--- config.mk ---
export PLATFORM = sky130hd
export DESIGN_NAME = stuffed_frame_receiver
export DESIGN_NICKNAME = d
export VERILOG_FILES = /design/src/sfr_pkg.sv /design/src/stuffed_frame_receiver.sv /design/src/sfr_regs.sv /design/src/sfr_core.sv
export SDC_FILE = /design/constraint.sdc
export NUM_CORES = 1
export LEC_CHECK = 0
export BUFFER_PORTS_ARGS = -buffer_cell sky130_fd_sc_hd__clkbuf_2
export CAP_MARGIN = 10
export CORE_UTILIZATION = 55
export CTS_CLUSTER_DIAMETER = 120
export DETAILED_ROUTE_END_ITERATION = 8
export PLACE_DENSITY_LB_ADDON = 0.2
export SLEW_MARGIN = 0
export SYNTH_ARGS = -nofsm -noshare
export SYNTH_HDL_FRONTEND = slang
export SYNTH_SLANG_ARGS = --single-unit
--- constraint.sdc ---
create_clock -name clk -period 4.6 [get_ports clk]
set_input_delay 0.69 -clock clk [delete_from_list [all_inputs] [get_ports clk]]
set_output_delay 0.69 -clock clk [all_outputs]
set_load 0.02 [all_outputs]
--- src/sfr_pkg.sv ---
// ----------------------------------------------------------------------------
// sfr_pkg
// Shared types and constants for the stuffed frame receiver.
// ----------------------------------------------------------------------------
package sfr_pkg;

	localparam int unsigned MAX_PAYLOAD = 1024;
	localparam int unsigned COUNT_W     = 11;

	localparam logic [7:0] FLAG_BYTE = 8'h5c;
	localparam logic [7:0] ESC_BYTE  = 8'h5d;
	localparam logic [7:0] ESC_FLAG  = 8'h7c;
	localparam logic [7:0] ESC_ESC   = 8'h7d;

	localparam logic [7:0] ADDRESS_RESET = 8'h01;
	localparam logic [7:0] CONTROL_RESET = 8'h08;

	localparam int unsigned PADDR_W = 3;
	localparam logic        REG_ADDRESS = 1'b0;
	localparam logic        REG_CONTROL = 1'b1;

	typedef enum logic [2:0] {
		HDR_HUNT = 3'd0,
		HDR_FLAG = 3'd1,
		HDR_ADDR = 3'd2,
		HDR_CTRL = 3'd3,
		HDR_DATA = 3'd4
	} hdr_state_t;

	typedef enum logic [2:0] {
		STAT_OK     = 3'd0,
		STAT_CHECK  = 3'd1,
		STAT_ESCAPE = 3'd2,
		STAT_LONG   = 3'd3,
		STAT_EMPTY  = 3'd4
	} frame_status_t;

	typedef struct packed {
		logic [7:0] address;
		logic [7:0] control;
	} sfr_cfg_t;

	typedef struct packed {
		logic          valid;
		logic [7:0]    payload_byte;
		logic          frame_end;
		frame_status_t frame_status;
	} sfr_result_t;

endpackage

--- src/stuffed_frame_receiver.sv ---
// ----------------------------------------------------------------------------
// stuffed_frame_receiver
// Deframer for byte-stuffed frames with address/control header and XOR check.
// ----------------------------------------------------------------------------
// One raw line byte is taken per word on the rx channel, one every clock when
// the result side keeps up. A byte sits in the input register, is decoded
// there against the frame state, and any result lands in the output register.
// The block hunts for flag 0x5c, then needs the configured address, the
// configured control and their XOR. Payload escapes 5d 7c and 5d 7d decode to
// 5c and 5d. Each payload byte comes out one byte late, as the last byte
// before the closing flag is the frame check (XOR of all payload bytes). A
// word with frame_end set closes the frame: status 0 ok, 1 check mismatch,
// 2 bad escape, 3 longer than 1024 payload bytes, 4 empty. Header bytes and
// escape bytes give no result. Registers: 0x0 expected address (reset 0x01),
// 0x4 expected control (reset 0x08); write them only while the block is idle.
// ----------------------------------------------------------------------------
module stuffed_frame_receiver (
	input  logic                         clk,
	input  logic                         arst_n,
	// configuration port
	input  logic                         psel,
	input  logic                         penable,
	input  logic                         pwrite,
	input  logic [sfr_pkg::PADDR_W-1:0]  paddr,
	input  logic [31:0]                  pwdata,
	output logic [31:0]                  prdata,
	output logic                         pready,
	// received bytes
	input  logic                         rx_valid,
	output logic                         rx_ready,
	input  logic [7:0]                   rx_byte,
	// results
	output logic                         res_valid,
	input  logic                         res_ready,
	output logic [7:0]                   payload_byte,
	output logic                         frame_end,
	output logic [2:0]                   frame_status
);

	sfr_pkg::sfr_cfg_t    cfg;
	sfr_pkg::sfr_result_t res;

	logic       valid_s1;
	logic [7:0] byte_s1;
	logic       advance;

	logic       res_valid_q;
	logic [7:0] payload_q;
	logic       end_q;
	logic [2:0] status_q;

	sfr_regs u_regs (
		.clk     (clk),
		.arst_n  (arst_n),
		.psel    (psel),
		.penable (penable),
		.pwrite  (pwrite),
		.paddr   (paddr),
		.pwdata  (pwdata),
		.prdata  (prdata),
		.pready  (pready),
		.cfg     (cfg)
	);

	// the decoded byte moves on whenever the result slot is free or emptying
	assign advance  = valid_s1 && (!res_valid_q || res_ready);
	assign rx_ready = !valid_s1 || advance;

	// input register
	always_ff @(posedge clk or negedge arst_n) begin
		if (!arst_n)
			valid_s1 <= 1'b0;
		else if (rx_ready)
			valid_s1 <= rx_valid;
	end

	always_ff @(posedge clk) begin
		if (rx_ready && rx_valid)
			byte_s1 <= rx_byte;
	end

	sfr_core u_core (
		.clk     (clk),
		.arst_n  (arst_n),
		.step    (advance),
		.rx_byte (byte_s1),
		.cfg     (cfg),
		.res     (res)
	);

	// result register
	always_ff @(posedge clk or negedge arst_n) begin
		if (!arst_n)
			res_valid_q <= 1'b0;
		else if (advance)
			res_valid_q <= res.valid;
		else if (res_ready)
			res_valid_q <= 1'b0;
	end

	always_ff @(posedge clk) begin
		if (advance && res.valid) begin
			payload_q <= res.payload_byte;
			end_q     <= res.frame_end;
			status_q  <= res.frame_status;
		end
	end

	assign res_valid    = res_valid_q;
	assign payload_byte = payload_q;
	assign frame_end    = end_q;
	assign frame_status = status_q;

endmodule

--- src/sfr_regs.sv ---
// ----------------------------------------------------------------------------
// sfr_regs
// APB register file: expected address and control bytes.
// ----------------------------------------------------------------------------
module sfr_regs (
	input  logic                          clk,
	input  logic                          arst_n,
	input  logic                          psel,
	input  logic                          penable,
	input  logic                          pwrite,
	input  logic [sfr_pkg::PADDR_W-1:0]   paddr,
	input  logic [31:0]                   pwdata,
	output logic [31:0]                   prdata,
	output logic                          pready,
	output sfr_pkg::sfr_cfg_t             cfg
);

	logic [7:0] address_q;
	logic [7:0] control_q;
	logic       wr_en;

	assign pready = 1'b1;
	assign wr_en  = psel && penable && pwrite;

	always_ff @(posedge clk or negedge arst_n) begin
		if (!arst_n) begin
			address_q <= sfr_pkg::ADDRESS_RESET;
			control_q <= sfr_pkg::CONTROL_RESET;
		end else if (wr_en) begin
			case (paddr[2])
				sfr_pkg::REG_ADDRESS: address_q <= pwdata[7:0];
				sfr_pkg::REG_CONTROL: control_q <= pwdata[7:0];
				default: ;
			endcase
		end
	end

	always_comb begin
		case (paddr[2])
			sfr_pkg::REG_ADDRESS: prdata = {24'd0, address_q};
			sfr_pkg::REG_CONTROL: prdata = {24'd0, control_q};
			default:              prdata = 32'd0;
		endcase
	end

	assign cfg.address = address_q;
	assign cfg.control = control_q;

endmodule

--- src/sfr_core.sv ---
// ----------------------------------------------------------------------------
// sfr_core
// Header check, destuffing and frame check for one byte per cycle while step is high.
// ----------------------------------------------------------------------------
module sfr_core (
	input  logic                  clk,
	input  logic                  arst_n,
	input  logic                  step,
	input  logic [7:0]            rx_byte,
	input  sfr_pkg::sfr_cfg_t     cfg,
	output sfr_pkg::sfr_result_t  res
);

	sfr_pkg::hdr_state_t          state_q, state_d;
	logic                         escape_q, escape_d;
	logic [7:0]                   check_q, check_d;
	logic [7:0]                   held_q, held_d;
	logic                         held_valid_q, held_valid_d;
	logic [sfr_pkg::COUNT_W-1:0]  count_q, count_d;

	logic                         do_take;
	logic [7:0]                   take_byte;
	logic                         do_status;
	sfr_pkg::frame_status_t       status_code;
	sfr_pkg::hdr_state_t          status_next;

	always_ff @(posedge clk or negedge arst_n) begin
		if (!arst_n) begin
			state_q      <= sfr_pkg::HDR_HUNT;
			escape_q     <= 1'b0;
			check_q      <= 8'd0;
			held_q       <= 8'd0;
			held_valid_q <= 1'b0;
			count_q      <= '0;
		end else if (step) begin
			state_q      <= state_d;
			escape_q     <= escape_d;
			check_q      <= check_d;
			held_q       <= held_d;
			held_valid_q <= held_valid_d;
			count_q      <= count_d;
		end
	end

	always_comb begin
		state_d      = state_q;
		escape_d     = escape_q;
		check_d      = check_q;
		held_d       = held_q;
		held_valid_d = held_valid_q;
		count_d      = count_q;
		do_take      = 1'b0;
		take_byte    = rx_byte;
		do_status    = 1'b0;
		status_code  = sfr_pkg::STAT_OK;
		status_next  = sfr_pkg::HDR_HUNT;
		res          = '{valid: 1'b0, payload_byte: 8'd0, frame_end: 1'b0,
			frame_status: sfr_pkg::STAT_OK};

		case (state_q)
			sfr_pkg::HDR_FLAG: begin
				if (rx_byte == sfr_pkg::FLAG_BYTE)
					state_d = sfr_pkg::HDR_FLAG;
				else if (rx_byte == cfg.address)
					state_d = sfr_pkg::HDR_ADDR;
				else
					state_d = sfr_pkg::HDR_HUNT;
			end
			sfr_pkg::HDR_ADDR: begin
				if (rx_byte == cfg.control)
					state_d = sfr_pkg::HDR_CTRL;
				else if (rx_byte == sfr_pkg::FLAG_BYTE)
					state_d = sfr_pkg::HDR_FLAG;
				else
					state_d = sfr_pkg::HDR_HUNT;
			end
			sfr_pkg::HDR_CTRL: begin
				if (rx_byte == (cfg.address ^ cfg.control)) begin
					state_d      = sfr_pkg::HDR_DATA;
					escape_d     = 1'b0;
					check_d      = 8'd0;
					held_d       = 8'd0;
					held_valid_d = 1'b0;
					count_d      = '0;
				end else if (rx_byte == sfr_pkg::FLAG_BYTE) begin
					state_d = sfr_pkg::HDR_FLAG;
				end else begin
					state_d = sfr_pkg::HDR_HUNT;
				end
			end
			sfr_pkg::HDR_DATA: begin
				if (escape_q) begin
					escape_d = 1'b0;
					if (rx_byte == sfr_pkg::ESC_FLAG) begin
						do_take   = 1'b1;
						take_byte = sfr_pkg::FLAG_BYTE;
					end else if (rx_byte == sfr_pkg::ESC_ESC) begin
						do_take   = 1'b1;
						take_byte = sfr_pkg::ESC_BYTE;
					end else begin
						do_status   = 1'b1;
						status_code = sfr_pkg::STAT_ESCAPE;
						status_next = (rx_byte == sfr_pkg::FLAG_BYTE) ?
							sfr_pkg::HDR_FLAG : sfr_pkg::HDR_HUNT;
					end
				end else if (rx_byte == sfr_pkg::ESC_BYTE) begin
					escape_d = 1'b1;
				end else if (rx_byte == sfr_pkg::FLAG_BYTE) begin
					do_status   = 1'b1;
					status_next = sfr_pkg::HDR_FLAG;
					if (!held_valid_q)
						status_code = sfr_pkg::STAT_EMPTY;
					else if (held_q == check_q)
						status_code = sfr_pkg::STAT_OK;
					else
						status_code = sfr_pkg::STAT_CHECK;
				end else begin
					do_take = 1'b1;
				end
			end
			default: begin
				state_d = (rx_byte == sfr_pkg::FLAG_BYTE) ?
					sfr_pkg::HDR_FLAG : sfr_pkg::HDR_HUNT;
			end
		endcase

		// held byte goes out only when the next data byte arrives
		if (do_take) begin
			if (held_valid_q &&
				count_q >= sfr_pkg::COUNT_W'(sfr_pkg::MAX_PAYLOAD)) begin
				do_status   = 1'b1;
				status_code = sfr_pkg::STAT_LONG;
				status_next = sfr_pkg::HDR_HUNT;
			end else begin
				if (held_valid_q) begin
					res.valid        = 1'b1;
					res.payload_byte = held_q;
					check_d          = check_q ^ held_q;
					count_d          = count_q + 1'b1;
				end
				held_d       = take_byte;
				held_valid_d = 1'b1;
			end
		end

		if (do_status) begin
			res.valid        = 1'b1;
			res.payload_byte = 8'd0;
			res.frame_end    = 1'b1;
			res.frame_status = status_code;
			state_d          = status_next;
			escape_d         = 1'b0;
			check_d          = 8'd0;
			held_d           = 8'd0;
			held_valid_d     = 1'b0;
			count_d          = '0;
		end
	end

	a_escape_in_data: assert property (@(posedge clk) disable iff (!arst_n)
		escape_q |-> state_q == sfr_pkg::HDR_DATA)
		else $error("escape pending outside payload");

	a_count_needs_held: assert property (@(posedge clk) disable iff (!arst_n)
		count_q != '0 |-> held_valid_q)
		else $error("payload counted with no byte held");

	a_count_bound: assert property (@(posedge clk) disable iff (!arst_n)
		count_q <= sfr_pkg::COUNT_W'(sfr_pkg::MAX_PAYLOAD))
		else $error("payload count beyond limit");

	a_end_zero_byte: assert property (@(posedge clk) disable iff (!arst_n)
		step && res.valid && res.frame_end |-> res.payload_byte == 8'd0)
		else $error("status result carries payload data");

endmodule
# [Word-level counts from Yosys, hierarchy flattened]
# Cells that the tools add are included.
[word_totals] latchBits=0 rom_bits=0 reg_bits=70 output_inout_bits=47 word_cells=128 mem_count=0 ram_bits=0
[classes] n_addsub=1 n_eq_ne=14 n_mul=0 bitwise=5 div_mod_pow=0 shifts=0 magnitude_cmp=1 n_mux=76 n_reduce_logical=17
[op_table] cell="$mux 8" count=15
[op_table] cell="$mux 11" count=6
[op_table] cell="$pmux 32 s2" count=1
[op_table] cell="$mux 3" count=19
[op_table] cell="$eq 8x7->1 const B" count=4
[op_table] cell="$eq 8x8->1" count=4
[op_table] cell="$mux 1" count=27
[op_table] cell="$mux 9" count=3
[op_table] cell="$xor 8x8->8" count=2
[op_table] cell="$mux 13" count=1
[op_table] cell="$pmux 3 s4" count=1
[op_table] cell="$add 11x1->11 const B" count=1
[op_table] cell="$ge 11x11->1 const B" count=1
[op_table] cell="$eq 3x2->1 const B" count=2
[op_table] cell="$logic_and 1x1->1" count=6
[op_table] cell="$reduce_and 2->1" count=3
[op_table] cell="$mux 2" count=2
[op_table] cell="$reduce_or 4->1" count=1
[op_table] cell="$eq 3x1->1 const B" count=1
[op_table] cell="$eq 3x3->1 const B" count=1
[op_table] cell="$ne 3x1->1 const B" count=1
[op_table] cell="$not 1->1" count=3
[op_table] cell="$reduce_and 3->1" count=1
[op_table] cell="$reduce_bool 3->1" count=1
[op_table] cell="5 further kinds" count=7

# [Longest topological paths before layout]
# Gate-level depths: netlist of run 1.
[depth] word_depth=11 mapped_depth=8

# [By module]
# From an unflattened synthesis of run 1, not the netlist that was laid out.
[unflattened] cells_unflattened=335 hier_area_um2=3941.3
[by_module_without_submodules] mod="sfr_core" cells_per_inst=235 area_each_um2=2307.2 seq_area_each_um2=800.8 instances=1
[by_module_without_submodules] mod="sfr_regs" cells_per_inst=70 area_each_um2=924.6 seq_area_each_um2=402.9 instances=1
[by_module_without_submodules] mod="stuffed_frame_receiver" cells_per_inst=30 area_each_um2=709.4 seq_area_each_um2=650.6 instances=1

# [Least setup slack after synthesis of run 1]
# OpenSTA, ideal clock, no wires.
[synth_path] kind="reg2reg" startpoint="register u_core.state_q[1]" endpoint="register end_q, in the netlist frame_end, enable pin" setup_slack_ps=2365 arrival_ps=1891 path_stages_with_launch=7 path_buffers=1 path_cell_list="dfrtp_1 > or3b_4 > a2111oi_4 > or2_4 > buf_2 > o21ai_1 > inv_1"
[synth_between] elab_chain_cells=6
[synth_rtl] item="start, declared" line="sfr_core.sv:14" rtl="sfr_pkg::hdr_state_t state_q, state_d;"
[synth_rtl] item="start signal, assigned" line="sfr_core.sv:29" rtl="state_q <= sfr_pkg::HDR_HUNT;"
[synth_rtl] item="start signal, assigned" line="sfr_core.sv:36" rtl="state_q <= state_d;"
[synth_rtl] item="$eq 3x3->1 *" line="sfr_core.sv:60" rtl="case (state_q)"
[synth_rtl] item="$mux 1" line="sfr_core.sv:60"
[synth_rtl] item="$mux 1" line="sfr_core.sv:129" rtl="if (held_valid_q &&"
[synth_rtl] item="$mux 1" line="sfr_core.sv:128" rtl="if (do_take) begin"
[synth_rtl] item="$mux 13 *" line="sfr_core.sv:146" rtl="if (do_status) begin"
[synth_rtl] item="$logic_and 1x1->1 *" line="stuffed_frame_receiver.sv:102" rtl="if (advance && res.valid) begin"
[synth_rtl] item="end signal, assigned" line="stuffed_frame_receiver.sv:104" rtl="end_q <= res.frame_end;"
[synth_rtl] item="end, declared" line="stuffed_frame_receiver.sv:49" rtl="logic end_q;"
# Every way passes the cells marked *; elsewhere a longest branch is shown, timed or not.
# A chain may end at the register's enable or synchronous reset.

# [Worst setup path in the final report of run 1]
[layout_path] startpoint="register byte_s1[1]" endpoint="register status_q[0], in the netlist frame_status[0], enable pin"
[layout_between] elab_chain_cells=9
[layout_rtl] item="start, declared" line="stuffed_frame_receiver.sv:44" rtl="logic [7:0] byte_s1;"
[layout_rtl] item="start signal, assigned" line="stuffed_frame_receiver.sv:79" rtl="byte_s1 <= rx_byte;"
[layout_rtl] item="$eq 8x7->1, on equally long branches" line="sfr_core.sv:108, sfr_core.sv:97"
[layout_rtl] item="$mux 1, on equally long branches" line="sfr_core.sv:108, sfr_core.sv:97"
[layout_rtl] item="$mux 1, on equally long branches" line="sfr_core.sv:106, sfr_core.sv:94"
[layout_rtl] item="$mux 1" line="sfr_core.sv:92" rtl="if (escape_q) begin"
[layout_rtl] item="$mux 1" line="sfr_core.sv:60"
[layout_rtl] item="$mux 1" line="sfr_core.sv:129"
[layout_rtl] item="$mux 1" line="sfr_core.sv:128"
[layout_rtl] item="$mux 13 *" line="sfr_core.sv:146"
[layout_rtl] item="$logic_and 1x1->1 *" line="stuffed_frame_receiver.sv:102"
[layout_rtl] item="end signal, assigned" line="stuffed_frame_receiver.sv:105" rtl="status_q <= res.frame_status;"
[layout_rtl] item="end, declared" line="stuffed_frame_receiver.sv:50" rtl="logic [2:0] status_q;"
# Marked as above.

==> results.yml, run 1 <==
routing:
  wire_per_inst_um: 16.03
  via_per_inst: 5.738
  drt_iter0_drc: 251
  drt_wl_total_mm: 7.953
  vias: 2846
  antenna_left: 0
  route.detailed.drc: 0
  first_pass_iters: 5
critical_path:
  cp-end-kind: "register"
  worstPathRequired_ps: 4590
  path_delay_family: "buffers and inverters"
  path_cells: "and4b_1 -> and2_1 -> o311ai_2 -> buf_4 -> inv_2 -> o21ai_1 -> inv_1"
  critPathArrivalTime_ps: 2610
  slowest_stage: "edfxtp_1"
  critPathBufInv: 3
  critical_path_class: "register to register"
  critPathLaunchType: "register"
  critPathMaxStageDelay_ps: 490
  cp_max_fo: 12
clocking:
  cts_htree_levels: 3
  cts_tree: "yes"
  numCtsBuffers: 9
  clkSinkCount: 70
  cts_resized: 0
  holdBufCountCts: 0
  clock_path_buffers: 2
  clk_latency_ps: 340
  clk_pin_slew_ps: 70
  ctsRootBufferMaster: "clkbuf_8"
  post_cts_buffers: 0
global_route:
  grt_pass1_wl_mm: 12.95
  grt_overflow: 0
  antenna_found_initial: 0
  grt_max_degree: 51
  grt_pass1_vias: 2617
  grtUsageTotal_pct: 23.02
timing:
  finalCritPeriodShare_pct: 56.98
  hold_viol: 0
  setup_viol: 0
  tns_ps: 0
  tightest_slew_ps: 1069
  fin_skew_ps: 6.182
  max-slew-margin-rel_pct: 28.57
  final.min_clock_period_ps: 2621
  drv_slew: 0
  fmax_mhz: 381.5
  rsz0062_at_grt: "false"
layout:
  areaGrowthSynthToFinish_pct: 9.744
  finalNonFillerCells: 496
  fill_cells: 587
  fin_nets: 446
  layout-drive-gt1-share_pct: 24.50
  antenna_cells: 0
synth:
  synthCells: 352
  yosysUniqueCellTypes: 61
  synth_edf_count: 20
  synthArstFlopShare_pct: 71.43
  avgSynthCellArea_um2: 11.24
  syn_area_um2: 3955
  synthFlopType: "dfrtp_1"
  seq_area_frac_synth_pct: 46.88
  ys_warn_count: 0
  ys_seq_elements: 70
power_and_ir_drop:
  seqPwrFrac_pct: 50.9
  intPower_uw: 1054
  leakage_uw: 0.002024
  power_density_nw_per_um2: 334.8
  switching_share_pct: 27.45
  power.switching_uw: 398.8
  clkPwrFrac_pct: 32.1
  p_comb_share_pct: 17.0
  irDropWorstVdd_mv: 0.2647
die:
  die_w_um: 86.80
  die_area_um2: 7534
  num_rows: 30
  io_pins: 97
  coreArea_um2: 6869
  die_h_um: 86.80
  floorplan.initialDensity_pct: 57.58
placement:
  place.gp.congestion: 0.8873
  dp_cells: 480
  port_buffers: 45
  dpl.hpwl_mm: 5.513
status:
  status: "completed"
hold_path:
  hp-class: "input pin to async pin"
flow_run:
  drv_cap: 0
-- power by group through the flow --
stage	logic [uW]	registers [uW]	clock network [uW]
CTS	248	740	477
finish	246	740	467
floorplan	212	733	0
detailed placement	246	752	0
global route	267	746	501
global placement	243	750	0
-- path summary, 6_finish.rpt --
path	from	endpoint	slack, ps	cells past startpoint
min in group clk	rx_byte[7]	byte_s1[7]	530	1
worst max-delay path	byte_s1[1]	frame_status[0]	1980	7
max in group asynchronous	arst_n	u_core.held_q[3]	3690	2
worst min-delay path	arst_n	valid_s1	470	2
worst min register to register	u_core.count_q[1]	u_core.count_q[1]	530	1
worst max register to register	byte_s1[1]	frame_status[0]	1980	7
-- sequential cells by signal (all words and copies together) (netlist names), 3 cells and up --
name / cells
byte_s1: 8
frame_status: 3
u_core.check_q: 8
u_regs.address_q: 8
payload_byte: 8
u_regs.control_q: 8
u_core.held_q: 8
u_core.count_q: 11
u_core.state_q: 3
-- cell usage in the layout (no fill, tap or decap), types with 12 or more instances in the layout --
| cell type | instances |
|---|---|
| edfxtp_1 | 20 |
| nor2_1 | 12 |
| conb_1 | 25 |
| inv_1 | 14 |
| mux2_2 | 25 |
| dfrtp_1 | 48 |
| nand2_1 | 13 |
| a21oi_1 | 20 |
| clkbuf_2 | 45 |
| xor2_1 | 14 |
-- through the flow --
step                util, %  instance area [um2]  total power [uW]  hold slack [ps]  worst slack [ps]
floorplan                 -                 4041             944.9            394.4              2365
global route          63.19                 4340              1514            507.8              1847
detailed placement    60.56                 4160             998.5            511.7              1936
finish                63.19                 4340              1453            468.5              1979
global placement      60.56                 4160             993.0            503.6              1972
CTS                   63.19                 4340              1465            477.3              2002
-- per-layer routing --
metal	GRT usage (%)	vias to the layer above	share of wire, %
met3	3.810	13	4.6
met2	35.79	104	48
met1	31.47	1395	46
li1	-	1334	-
met5	0	-	0
met4	11.21	0	1.6
-- area by class of cell --
cell class	count	area, um2	share of cell area (%)
timing repair buffer	48	247.7	5.708
multi-input combinational	251	1882	43.36
clock buffer	10	127.6	2.940
clock inverter	6	52.55	1.211
sequential	70	1854	42.72
tap	96	120.1	2.767
inverter	15	56.30	1.297
-- cells by family after synthesis --
| family | after synthesis | synth area share, % |
|---|---|---|
| mux | 33 | 9.143 |
| buf+inv | 54 | 7.719 |
| flops | 70 | 46.88 |
| simple gates | 91 | 14.05 |
| other cells | 2 | 0.1899 |
| xor+xnor | 24 | 7.751 |
| fa+ha+maj | 1 | 0.3163 |
| compound gates | 77 | 13.95 |
-- Yosys cell counts, types with 5 or more instances --
master / instances / share of area, %
dfrtp_1: 48 / 30
buf_4: 25 / 4.7
mux2_2: 25 / 7.1
a21oi_1: 20 / 2.5
edfxtp_1: 20 / 15
inv_1: 14 / 1.3
xor2_1: 14 / 3.1
nand2_1: 13 / 1.2
nor2_1: 12 / 1.1
a22o_1: 9 / 2.0
and2_1: 9 / 1.4
nand3_1: 9 / 1.1
nor2b_1: 9 / 1.4
o21ai_1: 9 / 1.1
mux2i_1: 8 / 2.0
buf_2: 7 / 0.89
xnor3_1: 7 / 4.0
clkbuf_1: 6 / 0.57
nor4_1: 6 / 0.95
o22ai_1: 6 / 0.95
a221oi_1: 5 / 1.1
Note: power is estimated with default switching activity, not from simulation.
==> run 2: changes to the inputs <==
Settings changed: CORE_UTILIZATION 55 to 49.
Clock period 4.6 ns to 2.1 ns, I/O delays scaled along.
==> run 2 against run 1 <==
  * Clock-buffer cell count is 2 higher
  * Clock power grew to 2.5 times the previous value
  * Register-to-register slack worse by 2000 ps
  * Via count is 5.4% higher
  * Critical path type unchanged
  * Largest power group unchanged
==> results.yml, run 2 (same netlist as run 1, synthesis figures left out) <==
critical_path:
  path_delay_family: "compound AO/OA/AOI/OAI gates"
  critPathBufInv: 3
  path_cells: "and4b_2 -> and2_4 -> o311ai_2 -> inv_2 -> buf_4 -> o21ai_4 -> clkinv_4"
  critical_path_class: "register to register"
  critPathArrivalTime_ps: 2190
  r2r_slack_ps: 0.7
  critPathMaxStageDelay_ps: 380
  critPathLaunchType: "register"
  r2r_start: "byte_s1[2]"
  slowest_stage: "edfxtp_1"
  crit_start: "byte_s1[2]"
  worstPathRequired_ps: 2190
  cp-end-kind: "register"
  cp_max_fo: 6
routing:
  drt_iter0_drc: 184
  drt_wl_total_mm: 8.649
  antenna_left: 0
  vias: 3001
  via_per_inst: 5.476
  route.detailed.drc: 0
  first_pass_iters: 4
  wire_per_inst_um: 15.78
layout:
  largest_reg_flops: 11
  areaGrowthSynthToFinish_pct: 21.13
  fin_nets: 492
  antenna_cells: 0
  top_register: "u_core.count_q"
  stdcell_area_um2: 4791
  layout_common_cells: "dfrtp_1, buf_4, clkbuf_2, mux2_2, conb_1"
  layout-drive-gt1-share_pct: 34.75
  layout_commonest_cell: "dfrtp_1"
timing:
  finalCritPeriodShare_pct: 99.97
  rsz0062_at_grt: "true"
  setup_viol: 0
  final.min_clock_period_ps: 2099
  drv_slew: 0
  max-slew-margin-rel_pct: 57.23
  tns_ps: 0
  setup_ws_ps: 0.7292
  fin_skew_ps: 8.343
  fmax_mhz: 476.4
  tightest_slew_ps: 641.5
  hold_viol: 0
hold_path:
  hp-class: "input pin to async pin"
clocking:
  holdBufCountCts: 0
  clkSinkCount: 70
  cts_htree_levels: 3
  cts_tree: "yes"
  clk_pin_slew_ps: 70
  clock_path_buffers: 2
  ctsRootBufferMaster: "clkbuf_8"
  clk_latency_ps: 340
  numCtsBuffers: 9
flow_run:
  drv_cap: 0
placement:
  port_buffers: 45
  pre_cts_ws_ps: -70.99
  dpl.hpwl_mm: 6.299
  dpl-instance-area_um2: 4438
  place.gp.congestion: 0.8741
status:
  status: "completed"
global_route:
  grt_overflow: 0
  grt_max_degree: 51
  antenna_found_initial: 0
  grt_pass1_wl_mm: 14.37
  grtUsageTotal_pct: 21.99
  grt_pass1_vias: 2959
die:
  coreArea_um2: 7767
  die_h_um: 91.84
  die_w_um: 91.84
  num_rows: 32
  floorplan.initialDensity_pct: 50.92
  io_pins: 97
  die_area_um2: 8435
power_and_ir_drop:
  leakage_uw: 0.002274
  power_density_nw_per_um2: 713.4
  irDropWorstVdd_mv: 0.4797
[run 2: cell types whose count changed in the layout (fill, tap and decap cells not counted), sizes merged]
| cell | delta |
|---|---|
| clkinv | -2 |
| bufinv | +1 |
| buf | +45 |
| clkbuf | +2 |
[run 2: timing repair]
item | in CTS | in global routing
setup buffers | 0 | 9
gates resized for setup | 1 | 18
pin swaps | 0 | 17
gates cloned | 0 | 1
endpoints found under the setup margin | 12 | 40
[run 2: stage by stage]
stage	hold slack, ps	total power [uW]	instances	utilization, %
after floorplan	19.41	2070	375	-
after global placement	468.4	2206	522	57.14
after detailed placement	472.1	2221	522	57.14
after CTS	98.90	3419	538	59.95
after global routing	133.1	3568	548	61.68
final	78.41	3418	548	61.68
[run 2: worst reg2reg max path: cells and delay by family (launching register included)]
kind,cells,cell delay [ps]
compound gates,2,590
simple gates,2,510
flops,1,380
buf+inv,3,370
[run 2: worst paths after layout]
| kind | to | depth (start not counted) |
|---|---|---|
| min reg2reg | u_core.count_q[1] | 1 |
| min | valid_s1 | 2 |
| max | payload_byte[6] | 7 |
| max reg2reg | payload_byte[6] | 7 |
| max in group asynchronous | u_core.state_q[1] | 2 |
| min in group clk | byte_s1[4] | 1 |
[run 2: where the power goes]
part           internal (uW)  switching [uW]
Sequential              1490             109
Clock                    699             494
Combinational            327             296
Total                   2520             899
[run 2: cell type report]
| cell class | instances | area (um2) |
|---|---|---|
| flip-flops and latches | 70 | 1854 |
| multi-input cells | 251 | 1933 |
| clock buffers | 12 | 145.1 |
| fillers | 639 | 2977 |
| clock inverters | 4 | 70.07 |
| repair buffers | 93 | 593.1 |
| repair inverters | 1 | 6.256 |
| well taps | 102 | 127.6 |
| inverters | 15 | 61.31 |
[run 2: routing by layer]
layer / vias up / share of wire [%] / GRT usage, %
li1: 1413 / - / -
met1: 1473 / 44 / 29.67
met2: 102 / 49 / 34.89
met3: 13 / 5.2 / 3.400
met4: 0 / 1.7 / 10.16
met5: - / 0 / 0
